==> src/rtl/altp_pkg.sv <==
`timescale 1ns / 1ps
// ----------------------------------------------------------------------------
// altp_pkg
// Shared types and constants of the acceleration limited trajectory predictor.
// ----------------------------------------------------------------------------
package altp_pkg;

    // configuration register indexes
    localparam logic [1:0] REG_POINT_COUNT = 2'd0;
    localparam logic [1:0] REG_TIME_STEP   = 2'd1;

    // datapath operations
    localparam logic [4:0] OP_NOP       = 5'd0;
    localparam logic [4:0] OP_LOAD      = 5'd1;
    localparam logic [4:0] OP_MUL_STEP  = 5'd2;
    localparam logic [4:0] OP_SET_STEP  = 5'd3;
    localparam logic [4:0] OP_DIFF      = 5'd4;
    localparam logic [4:0] OP_MUL_SQ    = 5'd5;
    localparam logic [4:0] OP_ACC       = 5'd6;
    localparam logic [4:0] OP_SQRT_INIT = 5'd7;
    localparam logic [4:0] OP_SQRT_IT   = 5'd8;
    localparam logic [4:0] OP_SNAP      = 5'd9;
    localparam logic [4:0] OP_MUL_DIV   = 5'd10;
    localparam logic [4:0] OP_DIV_INIT  = 5'd11;
    localparam logic [4:0] OP_DIV_IT    = 5'd12;
    localparam logic [4:0] OP_DIV_APPLY = 5'd13;
    localparam logic [4:0] OP_MUL_POS   = 5'd14;
    localparam logic [4:0] OP_POS       = 5'd15;
    localparam logic [4:0] OP_COR_INIT  = 5'd16;
    localparam logic [4:0] OP_COR_IT    = 5'd17;
    localparam logic [4:0] OP_EMIT      = 5'd18;

    // 0.01 in q16.16, truncated
    localparam logic [32:0] DIFF_EPS = 33'd655;
    localparam int unsigned SQRT_STEPS = 32;
    localparam int unsigned DIV_STEPS = 33;
    localparam int unsigned CORDIC_STEPS = 16;
    // angles in units of 2^-24 turn
    localparam logic signed [25:0] HALF_TURN = 26'sd8388608;
    localparam logic signed [25:0] ANG_ROUND = 26'sd128;

    localparam logic [21:0] ATAN_UNITS [CORDIC_STEPS] = '{
        22'd2097152, 22'd1238021, 22'd654136, 22'd332050,
        22'd166669,  22'd83416,   22'd41718,  22'd20860,
        22'd10430,   22'd5215,    22'd2608,   22'd1304,
        22'd652,     22'd326,     22'd163,    22'd81
    };

    typedef struct packed {
        logic [4:0] op;
        logic [1:0] comp;
        logic [5:0] iter;
        logic [3:0] index;
        logic       last;
    } cmd_t;

    typedef struct packed {
        logic mag_big;
        logic step_ge;
    } stat_t;

endpackage

==> src/rtl/altp_ctrl.sv <==
`timescale 1ns / 1ps
// ----------------------------------------------------------------------------
// altp_ctrl
// Sequencer: walks each point through difference, magnitude, limiting,
// integration and heading, and issues at most one datapath operation per cycle.
// ----------------------------------------------------------------------------
module altp_ctrl #(
    parameter int MAX_POINTS = 16
) (
    input  logic               clk,
    input  logic               rst_n,
    input  logic               start,
    input  logic [4:0]         point_count,
    input  altp_pkg::stat_t    stat,
    output altp_pkg::cmd_t     cmd,
    output logic               busy,
    output logic               valid
);
    import altp_pkg::*;

    localparam int CW = $clog2(MAX_POINTS + 1);

    localparam logic [4:0] S_IDLE      = 5'd0;
    localparam logic [4:0] S_STEP_MUL  = 5'd1;
    localparam logic [4:0] S_STEP_SET  = 5'd2;
    localparam logic [4:0] S_DIFF      = 5'd3;
    localparam logic [4:0] S_SQ_MUL    = 5'd4;
    localparam logic [4:0] S_SQ_ACC    = 5'd5;
    localparam logic [4:0] S_SQRT_INIT = 5'd6;
    localparam logic [4:0] S_SQRT_IT   = 5'd7;
    localparam logic [4:0] S_DECIDE    = 5'd8;
    localparam logic [4:0] S_SNAP      = 5'd9;
    localparam logic [4:0] S_DIV_MUL   = 5'd10;
    localparam logic [4:0] S_DIV_INIT  = 5'd11;
    localparam logic [4:0] S_DIV_IT    = 5'd12;
    localparam logic [4:0] S_DIV_APPLY = 5'd13;
    localparam logic [4:0] S_POS_MUL   = 5'd14;
    localparam logic [4:0] S_POS_ADD   = 5'd15;
    localparam logic [4:0] S_COR_INIT  = 5'd16;
    localparam logic [4:0] S_COR_IT    = 5'd17;
    localparam logic [4:0] S_EMIT      = 5'd18;

    logic [4:0]    state_reg, state_next;
    logic [1:0]    comp_reg, comp_next;
    logic [5:0]    iter_reg, iter_next;
    logic [CW-1:0] k_reg, k_next;
    logic [CW-1:0] n_reg, n_next;
    logic          valid_reg, valid_next;
    logic          last;
    logic [CW-1:0] n_req;

    assign last = (CW'(k_reg + 1'b1) == n_reg);

    always_comb
    begin
        if (32'(point_count) > 32'(MAX_POINTS))
            n_req = CW'(MAX_POINTS);
        else if (point_count == 5'd0)
            n_req = CW'(1);
        else
            n_req = CW'(point_count);
    end

    always_comb
    begin
        state_next = state_reg;
        comp_next  = comp_reg;
        iter_next  = iter_reg;
        k_next     = k_reg;
        n_next     = n_reg;
        valid_next = 1'b0;
        cmd.op     = OP_NOP;
        cmd.comp   = comp_reg;
        cmd.iter   = iter_reg;
        cmd.index  = 4'(k_reg);
        cmd.last   = last;
        unique case (state_reg)
            S_IDLE:
            begin
                if (start)
                begin
                    cmd.op     = OP_LOAD;
                    k_next     = '0;
                    n_next     = n_req;
                    state_next = S_STEP_MUL;
                end
            end
            S_STEP_MUL:
            begin
                cmd.op     = OP_MUL_STEP;
                state_next = S_STEP_SET;
            end
            S_STEP_SET:
            begin
                cmd.op     = OP_SET_STEP;
                state_next = S_DIFF;
            end
            S_DIFF:
            begin
                cmd.op     = OP_DIFF;
                comp_next  = 2'd0;
                state_next = S_SQ_MUL;
            end
            S_SQ_MUL:
            begin
                cmd.op     = OP_MUL_SQ;
                state_next = S_SQ_ACC;
            end
            S_SQ_ACC:
            begin
                cmd.op = OP_ACC;
                if (comp_reg == 2'd2)
                    state_next = S_SQRT_INIT;
                else
                begin
                    comp_next  = comp_reg + 2'd1;
                    state_next = S_SQ_MUL;
                end
            end
            S_SQRT_INIT:
            begin
                cmd.op     = OP_SQRT_INIT;
                iter_next  = '0;
                state_next = S_SQRT_IT;
            end
            S_SQRT_IT:
            begin
                cmd.op = OP_SQRT_IT;
                if (iter_reg == 6'(SQRT_STEPS - 1))
                    state_next = S_DECIDE;
                else
                    iter_next = iter_reg + 6'd1;
            end
            S_DECIDE:
            begin
                comp_next = 2'd0;
                priority if (!stat.mag_big)
                    state_next = S_POS_MUL;
                else if (stat.step_ge)
                    state_next = S_SNAP;
                else
                    state_next = S_DIV_MUL;
            end
            S_SNAP:
            begin
                cmd.op     = OP_SNAP;
                comp_next  = 2'd0;
                state_next = S_POS_MUL;
            end
            S_DIV_MUL:
            begin
                cmd.op     = OP_MUL_DIV;
                state_next = S_DIV_INIT;
            end
            S_DIV_INIT:
            begin
                cmd.op     = OP_DIV_INIT;
                iter_next  = '0;
                state_next = S_DIV_IT;
            end
            S_DIV_IT:
            begin
                cmd.op = OP_DIV_IT;
                if (iter_reg == 6'(DIV_STEPS - 1))
                    state_next = S_DIV_APPLY;
                else
                    iter_next = iter_reg + 6'd1;
            end
            S_DIV_APPLY:
            begin
                cmd.op = OP_DIV_APPLY;
                if (comp_reg == 2'd2)
                begin
                    comp_next  = 2'd0;
                    state_next = S_POS_MUL;
                end
                else
                begin
                    comp_next  = comp_reg + 2'd1;
                    state_next = S_DIV_MUL;
                end
            end
            S_POS_MUL:
            begin
                cmd.op     = OP_MUL_POS;
                state_next = S_POS_ADD;
            end
            S_POS_ADD:
            begin
                cmd.op = OP_POS;
                if (comp_reg == 2'd2)
                    state_next = S_COR_INIT;
                else
                begin
                    comp_next  = comp_reg + 2'd1;
                    state_next = S_POS_MUL;
                end
            end
            S_COR_INIT:
            begin
                cmd.op     = OP_COR_INIT;
                iter_next  = '0;
                state_next = S_COR_IT;
            end
            S_COR_IT:
            begin
                cmd.op = OP_COR_IT;
                if (iter_reg == 6'(CORDIC_STEPS - 1))
                    state_next = S_EMIT;
                else
                    iter_next = iter_reg + 6'd1;
            end
            S_EMIT:
            begin
                cmd.op     = OP_EMIT;
                valid_next = 1'b1;
                if (last)
                    state_next = S_IDLE;
                else
                begin
                    k_next     = CW'(k_reg + 1'b1);
                    state_next = S_DIFF;
                end
            end
            default:
            begin
                state_next = S_IDLE;
            end
        endcase
    end

    always_ff @(posedge clk or negedge rst_n)
    begin
        if (!rst_n)
        begin
            state_reg <= S_IDLE;
            comp_reg  <= '0;
            iter_reg  <= '0;
            k_reg     <= '0;
            n_reg     <= '0;
            valid_reg <= 1'b0;
        end
        else
        begin
            state_reg <= state_next;
            comp_reg  <= comp_next;
            iter_reg  <= iter_next;
            k_reg     <= k_next;
            n_reg     <= n_next;
            valid_reg <= valid_next;
        end
    end

    assign busy  = (state_reg != S_IDLE);
    assign valid = valid_reg;

endmodule

==> config.mk <==
export PLATFORM = sky130hd
export DESIGN_NAME = altp_ctrl
export DESIGN_NICKNAME = d
export VERILOG_FILES = /design/src/rtl/altp_pkg.sv /design/src/rtl/altp_ctrl.sv
export SDC_FILE = /design/constraint.sdc
export NUM_CORES = 1
export LEC_CHECK = 0
export ABC_AREA = 1
export CELL_PAD_IN_SITES_DETAIL_PLACEMENT = 0
export CELL_PAD_IN_SITES_GLOBAL_PLACEMENT = 1
export CORE_AREA = 10 10 76 78
export DETAILED_ROUTE_END_ITERATION = 8
export DIE_AREA = 0 0 86 88
export DONT_BUFFER_PORTS = 1
export GPL_ROUTABILITY_DRIVEN = 0
export HOLD_SLACK_MARGIN = 0.12
export PLACE_DENSITY = 0.74
export SETUP_SLACK_MARGIN = 0.4
export SLEW_MARGIN = 20
export SYNTH_ARGS = -nofsm -noshare
export SYNTH_HDL_FRONTEND = slang
export SYNTH_SLANG_ARGS = --single-unit
==> constraint.sdc <==
create_clock -name clk -period 2.2 [get_ports clk]
set_clock_uncertainty 0.2 [all_clocks]
set_input_delay 0.11 -clock clk [delete_from_list [all_inputs] [get_ports clk]]
set_output_delay 0.11 -clock clk [all_outputs]
set_load 0.02 [all_outputs]
**After elaboration in Yosys (flattened, before gate mapping)**

Cells that the tools add are included.

- Add/sub/neg operators: 3
- Equality and inequality tests: 32
- Reduce and logical (&&, ||, !) cells: 14
- Order comparisons: 1
- Mux-type cells: 26

Operators by type and width:

| cell | count |
|---|---|
| $pmux 5 s19 | 1 |
| $pmux 5 s18 | 1 |
| $mux 5 | 9 |
| $eq 5x4->1 const B | 8 |
| $pmux 6 s4 | 1 |
| $eq 5x3->1 const B | 4 |
| $mux 6 | 3 |
| $ne 2x2->1 const B | 9 |
| $eq 5x5->1 const B | 3 |
| $eq 5x2->1 const B | 2 |
| $logic_not 5->1 | 2 |
| $mux 2 | 5 |
| $pmux 5 s2 | 1 |
| $reduce_and 4->1 | 2 |
| $add 6x1->6 const B | 1 |
| $eq 6x4->1 const B | 1 |
| $eq 6x5->1 const B | 1 |
| $eq 6x6->1 const B | 1 |
| $mux 3 | 2 |
| $pmux 2 s3 | 1 |
| $reduce_or 3->1 | 2 |
| $add 5x1->5 const B | 1 |
| $eq 5x1->1 const B | 1 |
| $eq 5x5->1 | 1 |
| other kinds (11) | 13 |

- Output and inout bits: 20
- Input bits: 10
- Logic and storage cells: 82
- Bits in registers: 24

**Longest topological paths before layout**

Gate-level depths: netlist of run 1.

- Depth after elaboration: 4
- Mapped depth: 12
- Gate-level depth less buffers: 12

**Least setup slack after synthesis of run 1**

OpenSTA, ideal clock, no wires.

- Path type: register to register
- From: register k_reg[0]
- To: register k_reg[0]
- Setup slack: 0.315 ns
- Data required time: 1.883 ns
- Stages on the path, launching flop included: 11
- Clock period less this slack: 1.885 ns
- Buffers on the path: 0
- Arrival: 1.569 ns
- Setup time: 0.117 ns
- Path through: dfrtp_1 > ha_1 > xor2_1 > nor2_1 > nand2_1 > nor2_1 > nand2_1 > nand2_1 > nand2_1 > nand2_1 > nand2_1

- Cells in the longest elaborated chain, start to end: 4
- Elaborated cells on any way between the ends: 6
- Classes of those cells: add/sub: 1; eq/ne: 2; mux: 2; reduce/logical: 1

Ends and longest elaborated chain:

| element | RTL line | RTL |
|---|---|---|
| start: declaration | altp_ctrl.sv:46 | `logic [CW-1:0] k_reg, k_next;` |
| start signal: assignment | altp_ctrl.sv:248 | `k_reg <= k_next;` |
| $add 5x1->5 (*) | altp_ctrl.sv:52, altp_ctrl.sv:221 |  |
| $eq 5x5->1 | altp_ctrl.sv:52 | `assign last = (CW'(k_reg + 1'b1) == n_reg);` |
| $ne 2x2->1 (no source line) | -- |  |
| $reduce_and 3->1 (no source line) | -- |  |

Mark *: on every way between the ends. The rest lies on a longest branch, timed or not. The select of a mux whose other input is x is not followed.
A chain may end at the register's enable or synchronous reset.

==> results of run 1 <==
timing repair:
item,CTS,global route
endpoints found under the setup margin,24,26
endpoints found under the hold margin,31,0
gates cloned,1,0
hold buffers,10,0
setup buffers,16,8
resized for setup,51,30
pin swaps,23,19
metal layers:
layer / vias up / share of wire / global-route usage
met1: 868 / 0.41 / 0.1615
met5: - / 0 / 0
met4: 0 / 0.020 / 0.05090
met3: 10 / 0.048 / 0.03343
met2: 42 / 0.52 / 0.2583
li1: 954 / - / -
power by group through the flow:
stage | Clock [mW] | Combinational, mW | Sequential, mW
after floorplan | 0 | 0.0232 | 0.457
after global placement | 0 | 0.0265 | 0.458
after detailed placement | 0 | 0.0269 | 0.458
after CTS | 0.409 | 0.0586 | 0.449
after global routing | 0.426 | 0.0646 | 0.450
final | 0.408 | 0.0575 | 0.449
cell type report:
class                      instances  area, um2
fill                             403       1704
multi-input combinational        203       1311
sequential                        24      610.6
clock inverter                     1      30.03
inverter                          42      170.2
clock buffer                       3      41.29
tap                               52      65.06
timing repair buffer              39      361.6
cells in the final DEF (no fill, tap or decap), types with 2 or more instances in the layout:
master,synthesis,final
nand2_1,80,60
inv_1,35,29
buf_4,5,26
nor2_1,31,20
nand3_1,23,19
nand2_2,2,17
dfrtp_1,24,16
inv_2,7,9
nand4_1,9,9
nor2_4,1,8
nor2_2,4,8
dfrtp_2,0,8
dlygate4sd3_1,0,8
o21ai_2,3,6
nand2_4,0,6
nand3_2,2,5
o21ai_1,6,5
xor2_1,5,5
o21ai_0,7,5
ha_1,6,4
inv_4,0,3
a22oi_1,3,3
o22ai_2,3,3
clkbuf_8,0,3
buf_12,0,3
a21oi_1,3,2
nor3_1,4,2
nor3_4,0,2
or2_2,2,2
ha_4,0,2
stage by stage:
step / setup slack, ps / instance area [um2]
detailed placement: 192.7 / 1932
finish: 297.5 / 2590
global route: 223.5 / 2590
CTS: 250.3 / 2427
global placement: 140.8 / 1932
floorplan: 403.0 / 1894
worst paths after layout:
| path | start | slack, ps | depth (start not counted) | to |
|---|---|---|---|---|
| setup / recovery | state_reg[1] | 300 | 4 | cmd[14] |
| hold / removal | start | 100 | 4 | n_reg[3] |
| setup reg to reg | state_reg[1] | 320 | 10 | n_reg[1] |
| hold reg to reg | n_reg[1] | 320 | 2 | n_reg[1] |
| max in group asynchronous | rst_n | 1500 | 3 | state_reg[0] |
| min in group asynchronous | rst_n | 140 | 3 | k_reg[3] |
cells by family after synthesis:
group                      Yosys count  share of synthesized area
DFF                                 24                     0.3183
adders and majority gates            6                    0.03979
buffers and inverters               50                     0.1180
xor gates and xnor gates             6                    0.02785
and+or+nand+nor                    162                     0.3919
AOI/OAI and AO/OA                   28                     0.1041
worst reg2reg max path, delay by kind of cell, from the launching register on:
family / cells / cell delay (ps)
buffers and inverters: 5 / 390
flip-flops: 1 / 510
AND/OR/NAND/NOR: 3 / 390
AO/OA/AOI/OAI: 2 / 320
==> flow_metrics.env, run 1 <==
export IMPL_numCtsBuffers=3
export IMPL_syn2layout_area_growth_pct=37.27
export IMPL_vdd_drop_max_mv=0.2207
export IMPL_yosysTopAreaCell="dfrtp_1"
export IMPL_first_global_vias=1910
export IMPL_initial_core_util=0.4394
export IMPL_p_leak_nw=1.278
export IMPL_crit_family="flip-flops"
export IMPL_grt_max_degree=25
export IMPL_outcome="complete, no violations"
export IMPL_drive_above_1_share=0.3878
export IMPL_worstPathArrival_ps=1590
export IMPL_swShare=0.2151
export IMPL_slew_viol_final=0
export IMPL_avgSynthCellArea_um2=6.836
export IMPL_path_clk_slew_ps=100
export IMPL_combPwrFrac=0.063
export IMPL_p_clk_frac=0.446
export IMPL_die_area_um2=7568
export IMPL_start_kind="flip-flop"
export IMPL_fmaxAchievable_mhz=525.6
export IMPL_hold_viol=0
export IMPL_drc=0
export IMPL_vias_per_cell=5.148
export IMPL_cellPowerDensity_nw_per_um2=353.0
export IMPL_synth_edff_count=0
export IMPL_cts_num_sinks=24
export IMPL_intPower_mw=0.7177
export IMPL_drtPass1Iterations=4
export IMPL_final_cells=364
export IMPL_critPathRequiredTime_ps=1890
export IMPL_core_um2=4294
export IMPL_maxCapViolCount=0
export IMPL_ant_nets=0
export IMPL_clockRootBuffer="clkbuf_8"
export IMPL_rsz0062_at_grt="yes"
export IMPL_drtIter0Drc=54
export IMPL_p_sw_mw=0.1966
export IMPL_cts_tree="done"
export IMPL_largest_reg_flops=6
export IMPL_row_count=24
export IMPL_yosysMostFrequentCell="nand2_1"
export IMPL_fin_nets=329
export IMPL_finalCriticalPeriod_ps=1903
export IMPL_critPathMaxFanout=7
export IMPL_drt_total_wl_um=5425
export IMPL_fin_crit_sh=0.8648
export IMPL_fp_dieW_um=86
export IMPL_synth_top_flop_cell="dfrtp_1"
export IMPL_path_class="reg2out"
export IMPL_ys_ff_latch=24
export IMPL_tns_ps=0
export IMPL_grt_ovfl_total=0
export IMPL_seqPwrFrac=0.491
export IMPL_boundaryPins=30
export IMPL_synthArstFlopShare=1.000
export IMPL_netlist_area_um2=1887
export IMPL_synth_nets=292
export IMPL_postSynthCellCount=276
export IMPL_synthDominantCellAreaShare=0.3183
export IMPL_power_mw=0.9143
export IMPL_place_inst=325
export IMPL_hpwl_um=3691
export IMPL_slew_headroom=0.7120
export IMPL_grt_usage=0.1436
export IMPL_cts_buffer_depth=2
export IMPL_setup_viol=0
export IMPL_ys_seq_area_frac=0.3183
export IMPL_end_kind="output pin"
export IMPL_clock_latency_ps=280
export IMPL_synthTopCellsByArea="dfrtp_1, nand2_1, inv_1, nor2_1, nand3_1"
export IMPL_hold_ws_ps=100.8
export IMPL_post_drt_wl_per_cell_um=14.90
export IMPL_utilization=0.6031
export IMPL_grt_pass1_wl_um=8990
export IMPL_port_buffers=0
export IMPL_crit_slowest_cell="dfrtp_2"
export IMPL_critPathBufInv=1
export IMPL_die_h_um=88
export IMPL_ys_top_cells_by_count="nand2_1, inv_1, nor2_1"
export IMPL_ys_warn_count=0
export IMPL_worstMarginPinSlew_ps=432.0
export IMPL_h_tree_depth=1
export IMPL_diodes=0
export IMPL_antenna_found_initial=0
export IMPL_yosysUniqueCellTypes=32
export IMPL_hold_path_class="in2reg"
export IMPL_vias=1874
export IMPL_critPathMaxStageDelay_ps=510
export IMPL_crit_chain="inv_1, nor2_4, o21ai_1, nand4_1"
Power figures use the tool's default switching activity.
==> inputs of run 2 (changes only) <==
- CORE_AREA: 10 10 76 78 -> 10 10 85 87
- DIE_AREA: 0 0 86 88 -> 0 0 95 97
- PLACE_DENSITY: 0.74 -> 0.59
==> flow_metrics.env, run 2 (synthesized netlist as in run 1, its figures left out) <==
export IMPL_critPathMaxFanout=9
export IMPL_grt_pass1_wl_um=9066
export IMPL_combPwrFrac=0.066
export IMPL_met3_length_um=282
export IMPL_final_cells=377
export IMPL_die_area_um2=9215
export IMPL_finalCriticalPeriod_ps=1899
export IMPL_rsz0062_at_grt="yes"
export IMPL_drt_met1_wl_um=2411
export IMPL_row_count=27
export IMPL_fin_nets=322
export IMPL_outcome="complete, no violations"
export IMPL_drtIter0Drc=62
export IMPL_path_clk_slew_ps=100
export IMPL_seqPwrFrac=0.492
export IMPL_cellPowerDensity_nw_per_um2=355.6
export IMPL_setup_viol=0
export IMPL_swShare=0.2125
export IMPL_die_h_um=97
export IMPL_final_common_cell="nand2_1"
export IMPL_boundaryPins=30
export IMPL_rrSetupSlack_ps=340
export IMPL_met2_wirelength_um=2767
export IMPL_core_um2=5473
export IMPL_grt_ovfl_total=0
export IMPL_r2r_end="k_reg[0]"
export IMPL_grt_max_degree=25
export IMPL_ant_nets=0
export IMPL_crit_chain="nor2_4, inv_2, nor2_4, inv_4, nor2_8, inv_4, nand4_1"
export IMPL_startpoint="state_reg[0]"
export IMPL_tns_ps=0
export IMPL_drc=0
export IMPL_slew_headroom=0.7122
export IMPL_h_tree_depth=1
export IMPL_critPathMaxStageDelay_ps=480
export IMPL_cts_num_sinks=24
export IMPL_rr_worst_depth=10
export IMPL_first_global_vias=1830
export IMPL_path_class="reg2out"
export IMPL_clock_latency_ps=270
export IMPL_hold_viol=0
export IMPL_hpwl_um=4133
export IMPL_fillers=563
export IMPL_numCtsBuffers=3
export IMPL_drive_above_1_share=0.3836
export IMPL_maxCapViolCount=0
export IMPL_hold_path_class="in2async"
export IMPL_end_kind="output pin"
export IMPL_routed_top_layer="met4"
export IMPL_vias=1847
export IMPL_start_kind="flip-flop"
export IMPL_fin_crit_sh=0.8633
export IMPL_drtPass1Iterations=4
export IMPL_p_leak_nw=1.217
export IMPL_grt_usage=0.1184
export IMPL_rr_startpoint="k_reg[1]"
export IMPL_drt_total_wl_um=5522
export IMPL_initial_core_util=0.3448
export IMPL_cts_tree="done"
export IMPL_final_cell_mix="nand2_1, inv_1, nand3_1"
export IMPL_critPathRequiredTime_ps=1890
export IMPL_port_buffers=0
export IMPL_fmaxAchievable_mhz=526.5
export IMPL_worstMarginPinSlew_ps=431.7
export IMPL_p_clk_frac=0.442
export IMPL_p_sw_mw=0.1938
export IMPL_post_drt_wl_per_cell_um=14.65
export IMPL_clockRootBuffer="clkbuf_8"
export IMPL_largest_reg_flops=6
export IMPL_worstPathArrival_ps=1590
export IMPL_slew_viol_final=0
export IMPL_diodes=0
export IMPL_fp_dieW_um=95
export IMPL_cp_depth=7
export IMPL_vias_per_cell=4.899
export IMPL_crit_family="simple AND/OR/NAND/NOR gates"
export IMPL_syn2layout_area_growth_pct=35.94
export IMPL_crit_slowest_cell="dfrtp_2"
export IMPL_antenna_found_initial=0
export IMPL_place_inst=348
export IMPL_cts_buffer_depth=2
export IMPL_critPathBufInv=3
export IMPL_vdd_drop_max_mv=0.2658
export IMPL_intPower_mw=0.7182
export IMPL_cp_endpoint="cmd[13]"
-- run 2: timing repair --
| action | in CTS | in global routing |
|---|---|---|
| endpoints found under the setup margin | 24 | 22 |
| pin swaps | 14 | 21 |
| gates resized for setup | 41 | 46 |
| hold endpoints to repair | 36 | 0 |
| buffers inserted | 10 | 4 |
| hold buffers | 11 | 0 |
| gates cloned | 0 | 0 |
-- run 2: final cells by class --
class / instances / area, um2 / share of cell area
clock buffer: 3 / 41.29 / 0.01610
timing repair buffer: 33 / 314.1 / 0.1224
sequential: 24 / 611.8 / 0.2385
multi-input combinational: 202 / 1308 / 0.5098
tap: 72 / 90.09 / 0.03512
inverter: 42 / 170.2 / 0.06634
clock inverter: 1 / 30.03 / 0.01171
-- run 2: metal layers --
metal	global-route usage	vias to the layer above
met5	0	-
met4	0.03089	0
met3	0.02853	6
met2	0.2064	30
met1	0.1388	866
li1	-	945
-- run 2: metrics by stage --
| stage | total power [mW] | cell area, um2 | hold WS [ps] | utilization | worst slack, ps |
|---|---|---|---|---|---|
| 6_report | 0.9121 | 2565 | 137.7 | 0.4687 | 300.7 |
| 5_1_grt | 0.9564 | 2565 | 146.8 | 0.4687 | 186.6 |
| 4_1_cts | 0.9268 | 2371 | 132.0 | 0.4332 | 257.5 |
| 3_5_place_dp | 0.4860 | 1979 | -384.4 | 0.3617 | 218.5 |
| 3_3_place_gp | 0.4860 | 1979 | -384.5 | 0.3617 | 149.9 |
| 2_1_floorplan | 0.4804 | 1894 | -385.6 | - | 403.0 |
-- run 2: power groups by stage --
stage	clock network [mW]	logic, mW	registers [mW]
floorplan	0	0.0232	0.457
global placement	0	0.0279	0.458
detailed placement	0	0.0278	0.458
CTS	0.416	0.0615	0.449
global route	0.440	0.0669	0.450
finish	0.403	0.0603	0.449
-- run 2: how the worst min path moves through the flow --
stage                        to  startpoint  slack [ps]  depth (start not counted)
global route              valid       rst_n         150                          3
detailed placement        valid       rst_n        -380                          0
global placement          valid       rst_n        -380                          0
floorplan           comp_reg[0]       rst_n        -390                          0
finish                    valid       rst_n         140                          3
CTS                       valid       rst_n         130                          3
-- run 2: worst reg2reg max path, stage by stage (launching register included) --
cell	delay (ps)
dfrtp_1	430
ha_4	260
xor2_1	150
nor2_1	90
nand2_1	70
nor2_2	110
nand2_2	110
nand2_4	150
nand2_4	90
nand2_1	70
nand2_1	40
